## src/hdl/pnbcd_pkg.sv

```systemverilog
package pnbcd_pkg;

    localparam int VAL_W    = 12;
    localparam int DIGIT_W  = 4;
    localparam int COLOR_W  = 3;
    localparam int RELOAD_W = 16;
    localparam int DIV_W    = 4;
    localparam int LFSR_W   = 8;

    localparam logic [DIGIT_W-1:0]  BLANK_DIGIT  = 4'd10;
    localparam logic [LFSR_W-1:0]   LFSR_SEED    = 8'd5;
    localparam logic [RELOAD_W-1:0] RELOAD_RESET = 16'd32768;
    localparam logic [VAL_W-1:0]    THRESH_RESET = 12'd2000;
    localparam logic [DIV_W-1:0]    DIV_RESET    = 4'd1;
    localparam logic [DIV_W-1:0]    COUNT_RESET  = 4'd1;
    localparam logic [COLOR_W-1:0]  COLOR_NORMAL = 3'd0;

    // period reload table
    localparam int PERIOD_STEPS   = 8;
    localparam int PERIOD_DIV     = 513;
    localparam int PERIOD_BASE    = 4096;
    localparam int PERIOD_SPAN    = 57344;
    localparam int PERIOD_CAP     = 61439;
    localparam int PERIOD_STEP    = PERIOD_SPAN / (PERIOD_STEPS - 1);
    localparam int PERIOD_RAW_MAX = ((1 << VAL_W) - 1) / PERIOD_DIV;
    localparam int IDX_W          = $clog2(PERIOD_STEPS);

    typedef logic [IDX_W-1:0] t_period_idx;

    typedef enum logic {
        REQ_TICK   = 1'b0,
        REQ_SAMPLE = 1'b1
    } t_req;

    typedef enum logic {
        CFG_LIGHT_THRESHOLD = 1'b0,
        CFG_TICK_DIVIDE     = 1'b1
    } t_cfg_idx;

    typedef struct packed {
        logic [DIGIT_W-1:0] thousands;
        logic [DIGIT_W-1:0] hundreds;
        logic [DIGIT_W-1:0] tens;
        logic [DIGIT_W-1:0] ones;
    } t_digits;

    // pot / 513 by threshold compares, saturated at the last table entry
    function automatic t_period_idx period_index(input logic [VAL_W-1:0] pot);
        int unsigned cnt;
        cnt = 0;
        for (int k = 1; k <= PERIOD_RAW_MAX; k++) begin
            if (pot >= VAL_W'(k * PERIOD_DIV)) begin
                cnt++;
            end
        end
        if (cnt > PERIOD_STEPS - 1) begin
            cnt = PERIOD_STEPS - 1;
        end
        return IDX_W'(cnt);
    endfunction

    function automatic logic [RELOAD_W-1:0] period_reload(input t_period_idx idx);
        int unsigned e;
        e = PERIOD_BASE + int'(idx) * PERIOD_STEP;
        if (e > PERIOD_CAP) begin
            e = PERIOD_CAP;
        end
        return RELOAD_W'(e + PERIOD_BASE);
    endfunction

endpackage

```

## src/hdl/pnbcd_in_if.sv

```systemverilog
interface pnbcd_in_if;
    logic                        valid;
    logic                        ready;
    logic                        req_type;
    logic [pnbcd_pkg::VAL_W-1:0] light_sample;
    logic [pnbcd_pkg::VAL_W-1:0] pot_sample;

    modport source (output valid, req_type, light_sample, pot_sample, input ready);
    modport sink   (input valid, req_type, light_sample, pot_sample, output ready);
endinterface

```

## src/hdl/pnbcd_out_if.sv

```systemverilog
interface pnbcd_out_if;
    logic                           valid;
    logic                           ready;
    logic [pnbcd_pkg::DIGIT_W-1:0]  digit_thousands;
    logic [pnbcd_pkg::DIGIT_W-1:0]  digit_hundreds;
    logic [pnbcd_pkg::DIGIT_W-1:0]  digit_tens;
    logic [pnbcd_pkg::DIGIT_W-1:0]  digit_ones;
    logic [pnbcd_pkg::COLOR_W-1:0]  led_color;
    logic [pnbcd_pkg::RELOAD_W-1:0] period_reload;
    logic                           random_mode;

    modport source (output valid, digit_thousands, digit_hundreds, digit_tens, digit_ones,
                    led_color, period_reload, random_mode, input ready);
    modport sink   (input valid, digit_thousands, digit_hundreds, digit_tens, digit_ones,
                    led_color, period_reload, random_mode, output ready);
endinterface

```

## src/hdl/pnbcd_decimal.sv

```systemverilog
module pnbcd_decimal (
    input  logic [pnbcd_pkg::VAL_W-1:0] i_value,
    output pnbcd_pkg::t_digits          o_digits
);

    logic [2:0] th;
    logic [9:0] rem_th;
    logic [3:0] hu;
    logic [6:0] rem_hu;
    logic [3:0] te;
    logic [3:0] on;

    always_comb begin
        th = '0;
        for (int k = 1; k <= 4; k++) begin
            if (i_value >= 12'(k * 1000)) begin
                th = 3'(k);
            end
        end
        rem_th = 10'(i_value - 12'(int'(th) * 1000));

        hu = '0;
        for (int k = 1; k <= 9; k++) begin
            if (rem_th >= 10'(k * 100)) begin
                hu = 4'(k);
            end
        end
        rem_hu = 7'(rem_th - 10'(int'(hu) * 100));

        te = '0;
        for (int k = 1; k <= 9; k++) begin
            if (rem_hu >= 7'(k * 10)) begin
                te = 4'(k);
            end
        end
        on = 4'(rem_hu - 7'(int'(te) * 10));

        // leading zero blanking, ones always shown
        o_digits.ones      = on;
        o_digits.tens      = te;
        o_digits.hundreds  = hu;
        o_digits.thousands = {1'b0, th};
        if (th == 3'd0) begin
            o_digits.thousands = pnbcd_pkg::BLANK_DIGIT;
            if (hu == 4'd0) begin
                o_digits.hundreds = pnbcd_pkg::BLANK_DIGIT;
                if (te == 4'd0) begin
                    o_digits.tens = pnbcd_pkg::BLANK_DIGIT;
                end
            end
        end
    end

endmodule

```

## src/hdl/pn_sequence_bcd_display_unit.sv

```systemverilog
// Results are registered: an accepted word's result word is presented in the next cycle.
// Throughput: one word per cycle; the input stalls only while a result word
// waits on the output register. Ticks that give no result are absorbed.
// Reset (synchronous, active low): LFSR seed 5, prescaler 1, normal mode,
// all digits blank, color 0, period reload 32768, threshold 2000, divide 1.
module pn_sequence_bcd_display_unit (
    input  logic                          i_clk,
    input  logic                          i_rst_n,
    input  logic                          i_cfg_we,
    input  pnbcd_pkg::t_cfg_idx           i_cfg_idx,
    input  logic [pnbcd_pkg::VAL_W-1:0]   i_cfg_wdata,
    pnbcd_in_if.sink                      i_req,
    pnbcd_out_if.source                   o_res
);

    logic [pnbcd_pkg::VAL_W-1:0]    r_threshold;
    logic [pnbcd_pkg::DIV_W-1:0]    r_divide;
    logic [pnbcd_pkg::LFSR_W-1:0]   r_lfsr,   n_lfsr;
    logic [pnbcd_pkg::DIV_W-1:0]    r_count,  n_count;
    logic                           r_mode,   n_mode;
    pnbcd_pkg::t_digits             r_digits, n_digits;
    logic [pnbcd_pkg::COLOR_W-1:0]  r_color,  n_color;
    logic [pnbcd_pkg::RELOAD_W-1:0] r_reload, n_reload;
    logic                           r_out_valid, n_out_valid;

    logic                           accept;
    logic                           is_sample;
    logic                           fire;
    logic [pnbcd_pkg::LFSR_W-1:0]   lfsr_step;
    logic [pnbcd_pkg::VAL_W-1:0]    dec_in;
    pnbcd_pkg::t_digits             dec_digits;
    logic [4:0]                     mod_s1;
    logic [3:0]                     mod_s2;
    logic [2:0]                     mod_r;
    logic [pnbcd_pkg::COLOR_W-1:0]  lfsr_color;

    assign i_req.ready = !r_out_valid || o_res.ready;
    assign accept      = i_req.valid && i_req.ready;
    assign is_sample   = i_req.req_type == pnbcd_pkg::REQ_SAMPLE;
    assign fire        = (r_count == r_divide) && r_mode;

    assign lfsr_step = {r_lfsr[4] ^ r_lfsr[3] ^ r_lfsr[2] ^ r_lfsr[0], r_lfsr[7:1]};
    assign dec_in    = is_sample ? i_req.pot_sample
                                 : {{(pnbcd_pkg::VAL_W - pnbcd_pkg::LFSR_W){1'b0}}, lfsr_step};

    pnbcd_decimal u_decimal (
        .i_value  (dec_in),
        .o_digits (dec_digits)
    );

    // mod 7 by folding octal digits (8 == 1 mod 7)
    always_comb begin
        mod_s1 = {2'b0, lfsr_step[2:0]} + {2'b0, lfsr_step[5:3]} + {3'b0, lfsr_step[7:6]};
        mod_s2 = {1'b0, mod_s1[2:0]} + {2'b0, mod_s1[4:3]};
        mod_r  = (mod_s2 >= 4'd7) ? 3'(mod_s2 - 4'd7) : mod_s2[2:0];
        lfsr_color = mod_r + 3'd1;
    end

    always_comb begin
        n_lfsr      = r_lfsr;
        n_count     = r_count;
        n_mode      = r_mode;
        n_digits    = r_digits;
        n_color     = r_color;
        n_reload    = r_reload;
        n_out_valid = r_out_valid && !o_res.ready;
        if (accept) begin
            if (!is_sample) begin
                if (r_count >= r_divide) begin
                    n_count = pnbcd_pkg::COUNT_RESET;
                end else begin
                    n_count = r_count + 1'b1;
                end
                if (fire) begin
                    n_lfsr      = lfsr_step;
                    n_digits    = dec_digits;
                    n_color     = lfsr_color;
                    n_out_valid = 1'b1;
                end
            end else begin
                n_out_valid = 1'b1;
                if (i_req.light_sample > r_threshold) begin
                    n_mode   = 1'b0;
                    n_digits = dec_digits;
                    n_color  = pnbcd_pkg::COLOR_NORMAL;
                end else begin
                    n_mode   = 1'b1;
                    n_reload = pnbcd_pkg::period_reload(
                                   pnbcd_pkg::period_index(i_req.pot_sample));
                end
            end
        end
    end

    always_ff @(posedge i_clk) begin
        if (!i_rst_n) begin
            r_threshold <= pnbcd_pkg::THRESH_RESET;
            r_divide    <= pnbcd_pkg::DIV_RESET;
            r_lfsr      <= pnbcd_pkg::LFSR_SEED;
            r_count     <= pnbcd_pkg::COUNT_RESET;
            r_mode      <= 1'b0;
            r_digits    <= {4{pnbcd_pkg::BLANK_DIGIT}};
            r_color     <= pnbcd_pkg::COLOR_NORMAL;
            r_reload    <= pnbcd_pkg::RELOAD_RESET;
            r_out_valid <= 1'b0;
        end else begin
            r_lfsr      <= n_lfsr;
            r_count     <= n_count;
            r_mode      <= n_mode;
            r_digits    <= n_digits;
            r_color     <= n_color;
            r_reload    <= n_reload;
            r_out_valid <= n_out_valid;
            if (i_cfg_we) begin
                case (i_cfg_idx)
                    pnbcd_pkg::CFG_LIGHT_THRESHOLD: begin
                        r_threshold <= i_cfg_wdata;
                    end
                    pnbcd_pkg::CFG_TICK_DIVIDE: begin
                        r_divide <= i_cfg_wdata[pnbcd_pkg::DIV_W-1:0];
                    end
                    default: begin
                        r_threshold <= r_threshold;
                    end
                endcase
            end
        end
    end

    // displayed state only changes on words that produce a result
    assign o_res.valid           = r_out_valid;
    assign o_res.digit_thousands = r_digits.thousands;
    assign o_res.digit_hundreds  = r_digits.hundreds;
    assign o_res.digit_tens      = r_digits.tens;
    assign o_res.digit_ones      = r_digits.ones;
    assign o_res.led_color       = r_color;
    assign o_res.period_reload   = r_reload;
    assign o_res.random_mode     = r_mode;

endmodule
```

## src/flat_wrapper.sv

```systemverilog
// flat-port wrapper written by rule: the top's interface ports become plain ports
module pn_sequence_bcd_display_unit_flat 
  (i_clk, i_rst_n, i_cfg_we, i_cfg_idx, i_cfg_wdata, i_req_valid, i_req_req_type, i_req_light_sample, i_req_pot_sample, i_req_ready, o_res_valid, o_res_digit_thousands, o_res_digit_hundreds, o_res_digit_tens, o_res_digit_ones, o_res_led_color, o_res_period_reload, o_res_random_mode, o_res_ready);
  pnbcd_in_if i_req_i ();
  pnbcd_out_if o_res_i ();
  input  logic i_clk;
  input  logic i_rst_n;
  input  logic i_cfg_we;
  input  pnbcd_pkg::t_cfg_idx i_cfg_idx;
  input  logic [pnbcd_pkg::VAL_W-1:0] i_cfg_wdata;
  input wire logic [$bits(i_req_i.valid)-1:0] i_req_valid;
  input wire logic [$bits(i_req_i.req_type)-1:0] i_req_req_type;
  input wire logic [$bits(i_req_i.light_sample)-1:0] i_req_light_sample;
  input wire logic [$bits(i_req_i.pot_sample)-1:0] i_req_pot_sample;
  output wire logic [$bits(i_req_i.ready)-1:0] i_req_ready;
  output wire logic [$bits(o_res_i.valid)-1:0] o_res_valid;
  output wire logic [$bits(o_res_i.digit_thousands)-1:0] o_res_digit_thousands;
  output wire logic [$bits(o_res_i.digit_hundreds)-1:0] o_res_digit_hundreds;
  output wire logic [$bits(o_res_i.digit_tens)-1:0] o_res_digit_tens;
  output wire logic [$bits(o_res_i.digit_ones)-1:0] o_res_digit_ones;
  output wire logic [$bits(o_res_i.led_color)-1:0] o_res_led_color;
  output wire logic [$bits(o_res_i.period_reload)-1:0] o_res_period_reload;
  output wire logic [$bits(o_res_i.random_mode)-1:0] o_res_random_mode;
  input wire logic [$bits(o_res_i.ready)-1:0] o_res_ready;
  assign i_req_i.valid = i_req_valid;
  assign i_req_i.req_type = i_req_req_type;
  assign i_req_i.light_sample = i_req_light_sample;
  assign i_req_i.pot_sample = i_req_pot_sample;
  assign i_req_ready = i_req_i.ready;
  assign o_res_valid = o_res_i.valid;
  assign o_res_digit_thousands = o_res_i.digit_thousands;
  assign o_res_digit_hundreds = o_res_i.digit_hundreds;
  assign o_res_digit_tens = o_res_i.digit_tens;
  assign o_res_digit_ones = o_res_i.digit_ones;
  assign o_res_led_color = o_res_i.led_color;
  assign o_res_period_reload = o_res_i.period_reload;
  assign o_res_random_mode = o_res_i.random_mode;
  assign o_res_i.ready = o_res_ready;
  pn_sequence_bcd_display_unit u_core (.i_clk(i_clk), .i_rst_n(i_rst_n), .i_cfg_we(i_cfg_we), .i_cfg_idx(i_cfg_idx), .i_cfg_wdata(i_cfg_wdata), .i_req(i_req_i), .o_res(o_res_i));
endmodule
```

## config.mk

```make
export PLATFORM = sky130hd
export DESIGN_NAME = pn_sequence_bcd_display_unit_flat
export DESIGN_NICKNAME = d
export VERILOG_FILES = /design/src/hdl/pnbcd_pkg.sv /design/src/hdl/pnbcd_in_if.sv /design/src/hdl/pnbcd_out_if.sv /design/src/hdl/pnbcd_decimal.sv /design/src/hdl/pn_sequence_bcd_display_unit.sv /design/src/flat_wrapper.sv
export SDC_FILE = /design/constraint.sdc
export NUM_CORES = 1
export LEC_CHECK = 0
export ABC_AREA = 1
export ABC_CLOCK_PERIOD_IN_PS = 6300
export BUFFER_PORTS_ARGS = -buffer_cell sky130_fd_sc_hd__buf_2
export CAP_MARGIN = 10
export CORE_MARGIN = 3
export CORE_UTILIZATION = 30
export DETAILED_ROUTE_END_ITERATION = 8
export PLACE_DENSITY = 0.61
export REMOVE_ABC_BUFFERS = 1
export SLEW_MARGIN = 20
export SYNTH_ARGS = -nofsm -noshare
export SYNTH_HDL_FRONTEND = slang
export SYNTH_SLANG_ARGS = --single-unit
```

## constraint.sdc

```tcl
create_clock -name i_clk -period 6.3 [get_ports i_clk]
set_input_delay 0.315 -clock i_clk [delete_from_list [all_inputs] [get_ports i_clk]]
set_output_delay 0.315 -clock i_clk [all_outputs]
set_load 0.05 [all_outputs]
```

==> impl_results.md <==
- Status: finished clean
- Largest net degree at the start of global routing: 38
- CTS tree: done
- Drt drc: 0
- Max-cap violations: 0
- RR Endpoint: u_core.o_res.digit_ones[3]
- Rows: 45
- Final period util: 0.9639
- Synthesized instance count: 718
- Die X-Extent: 132.5 µm
- Most instantiated cells after synthesis: 157 x nand2_1, 105 x inv_1, 57 x a21oi_1, 53 x dfxtp_1
- Synthesis Warnings: 0
- Total leakage power: 3.182 nW
- I/O Buffers: 80
- Minimum clock period: 6.072 ns
- Placed cells: 1046
- # fillers: 1668
- RSZ-0062 raised after global routing: true
- CP Data Arrival Time: 6.25 ns
- Most common cell on crit path: nand2_1
- Register bit count reported by yosys: 53
- Dominant cell type by area after synthesis: dfxtp_1
- Sequential-to-total area share from yosys stat: 0.2211
- Cell Area, Placed: 5791 µm²
- Hold Path Depth: 3
- Synth top area share: 0.2211
- Slew HR: 0.4106
- Register-to-Register Path Depth: 44
- Final slew viol count: 0
- Clk slew on worst S/H paths: 0.07 ns
- Detailed-route via count: 4855
- CTS Sinks: 53
- CP Capture Type: register
- Required @ worst endpoint: 6.48 ns
- Vias per cell: 4.589
- CP peak stage delay: 0.41 ns
- Post-Syn Area: 4798 µm²
- CTS HTree Levels: 2
- Post-DRT Antenna Nets: 0
- Final Hold Vio Count: 0
- Worst setup path class: register to register
- FFs w/ async S/R, synth: 0
- Post-synth EDFFs: 0
- FF-to-FF setup slack: 0.23 ns
- Peak fanout along the critical path: 4
- Core area: 15430 µm²
- # IOs: 81
- Routed wire per std cell: 11.73 µm
- Synth cell types: 48
- Final setup vio count: 0
- Post-CTS Hold Fix Bufs: 0
- Worst hold path type: primary input to register
- First-pass GRT wire length: 20370 µm
- Clock Latency Late Sink: 0.30 ns
- CTS Buf Count: 5
- Placer Congestion: 0.8421
- Ant diodes: 0
- HP Start: i_cfg_wdata[7]
- Fin area: 6302 µm²
- Power Dens Cells: 488.5 nW/µm²
- Initial detailed-routing violation count: 215
- Dominant cells by area after synthesis: dfxtp_1 22%, ha_1 13%, nand2_1 12%, inv_1 8.2%, a21oi_1 5.9%
- Crit start category: register
- FF-to-FF Start: u_core.r_lfsr[2]
- Root Driver: clkbuf_16
- Die Ht: 132.5 µm
- Setup TNS: 0 ns
- GRT Total Usage: 0.1364
- Remaining Overflow, GRT: 0
- Final hold slack: 0.2366 ns
- Avg Inst Size Synth: 6.683 µm²
- Clock Skews: 0.01041 ns
- Ys flop type: dfxtp_1
- Vias in the first global route: 4456
- Layout overhead on the synthesized area: 31.34%
- Drt total wl: 12410 µm
- Most frequent cell after synthesis: nand2_1
- Sink of the worst hold path: u_core.r_threshold[7]
- CTS Buffer Depth: 2
- Initial antenna violation count: 0
- Total Power: 3.079 mW
- Drt pass-1 iters: 4
- Detailed Place HPWL: 9808 µm
- # nets final: 944
- Share of cells above drive strength 1: 0.3270
- Slowest CP cell: fa_1
- Fmax: 164.7 MHz
- Die area: 17550 µm²
- Least-Margin Pin Slew: 0.8809 ns
- Starting Density: 0.3110
- Max VDD drop: 410.0 µV
- Layout Cells excl Fill: 1058
[worst max path at each step]
stage,from,endpoint,slack (ns),cells after the start
2_1_floorplan,u_core.r_lfsr[2],u_core.o_res.digit_ones[3],0.19,42
3_3_place_gp,i_req_req_type,u_core.o_res.digit_ones[3],-0.05,47
3_5_place_dp,i_req_req_type,u_core.o_res.digit_ones[3],-0.21,47
4_1_cts,u_core.r_lfsr[2],u_core.o_res.digit_ones[3],0.006,49
5_1_grt,u_core.r_lfsr[2],u_core.o_res.digit_ones[3],-0.22,48
6_report,u_core.r_lfsr[2],u_core.o_res.digit_ones[3],0.23,44
[cells by family after synthesis]
kind of cell             share of synthesized area
flip-flops                                  0.2211
AND/OR/NAND/NOR                             0.2983
XOR/XNOR                                   0.03625
multiplexers                              0.002347
other                                    0.0007815
AO/OA/AOI/OAI                               0.1656
buffers and inverters                       0.1213
adder cells (fa/ha/maj)                     0.1544
[layout make-up]
cell class              count  area [µm²]  share of cell area
clock buffers               7       142.6             0.02263
clock inverters             1       30.03            0.004765
inverters                 115       434.2             0.06889
multi-input cells         525        3456              0.5483
flip-flops and latches     53        1064              0.1688
well taps                 211       264.0             0.04189
repair buffers            146       912.1              0.1447
[timing repair]
item	CTS	global route
gates cloned	0	0
setup endpoints to repair	1	3
resized for setup	4	79
buffers inserted	0	4
pin swaps	1	36
[state kept, by name, summed over array words and instances (netlist names)]
name	cells
u_core.o_res.led_color	3
u_core.r_lfsr	8
u_core.o_res.digit_ones	4
u_core.o_res.random_mode	1
u_core.o_res.digit_hundreds	4
u_core.r_threshold	12
u_core.r_count	4
u_core.r_divide	4
u_core.o_res.valid	1
u_core.o_res.digit_tens	4
u_core.o_res.digit_thousands	4
u_core.o_res.period_reload	4
[cell usage in the layout (no fill, tap or decap), drive strengths merged, types with 6 or more instances in the layout]
| cell | Yosys | final |
|---|---|---|
| nand2 | 174 | 174 |
| buf | 16 | 146 |
| inv | 115 | 115 |
| a21oi | 60 | 60 |
| nand3 | 56 | 56 |
| dfxtp | 53 | 53 |
| nor2 | 52 | 52 |
| o21ai | 49 | 49 |
| ha | 48 | 48 |
| o211ai | 12 | 12 |
| xor2 | 12 | 12 |
| or2 | 11 | 11 |
| nand4 | 8 | 8 |
| xnor2 | 7 | 7 |
| clkbuf | 9 | 7 |
| fa | 7 | 7 |
| o31ai | 6 | 6 |
[report_power, final]
group | switching, mW | internal [mW] | total, mW
clock | 0.128 | 0.199 | 0.327
sequential | 0.0150 | 0.368 | 0.383
combinational | 1.28 | 1.09 | 2.37
[critical path, delay by kind of cell, from the launching register on]
kind / cells / cell delay [ns]
buf+inv: 9 / 0.72
simple gates: 21 / 1.75
xor+xnor: 6 / 1.14
compound gates: 2 / 0.28
flops: 1 / 0.33
fa+ha+maj: 6 / 1.74
[metal layers]
metal,part of all wire,up-vias,global-route usage
met3,0.039,7,0.02395
met5,0,-,0
met4,0.0059,0,0.02598
met2,0.47,72,0.2240
li1,-,2588,-
met1,0.48,2188,0.1894
[through the flow]
step / util / setup WS, ns
6_report: 0.4085 / 0.2277
4_1_cts: 0.3871 / 0.006051
3_5_place_dp: 0.3753 / -0.2070
2_1_floorplan: - / 0.1938
5_1_grt: 0.4085 / -0.2207
3_3_place_gp: 0.3753 / -0.05483
Note: power is estimated with default switching activity, not from simulation.
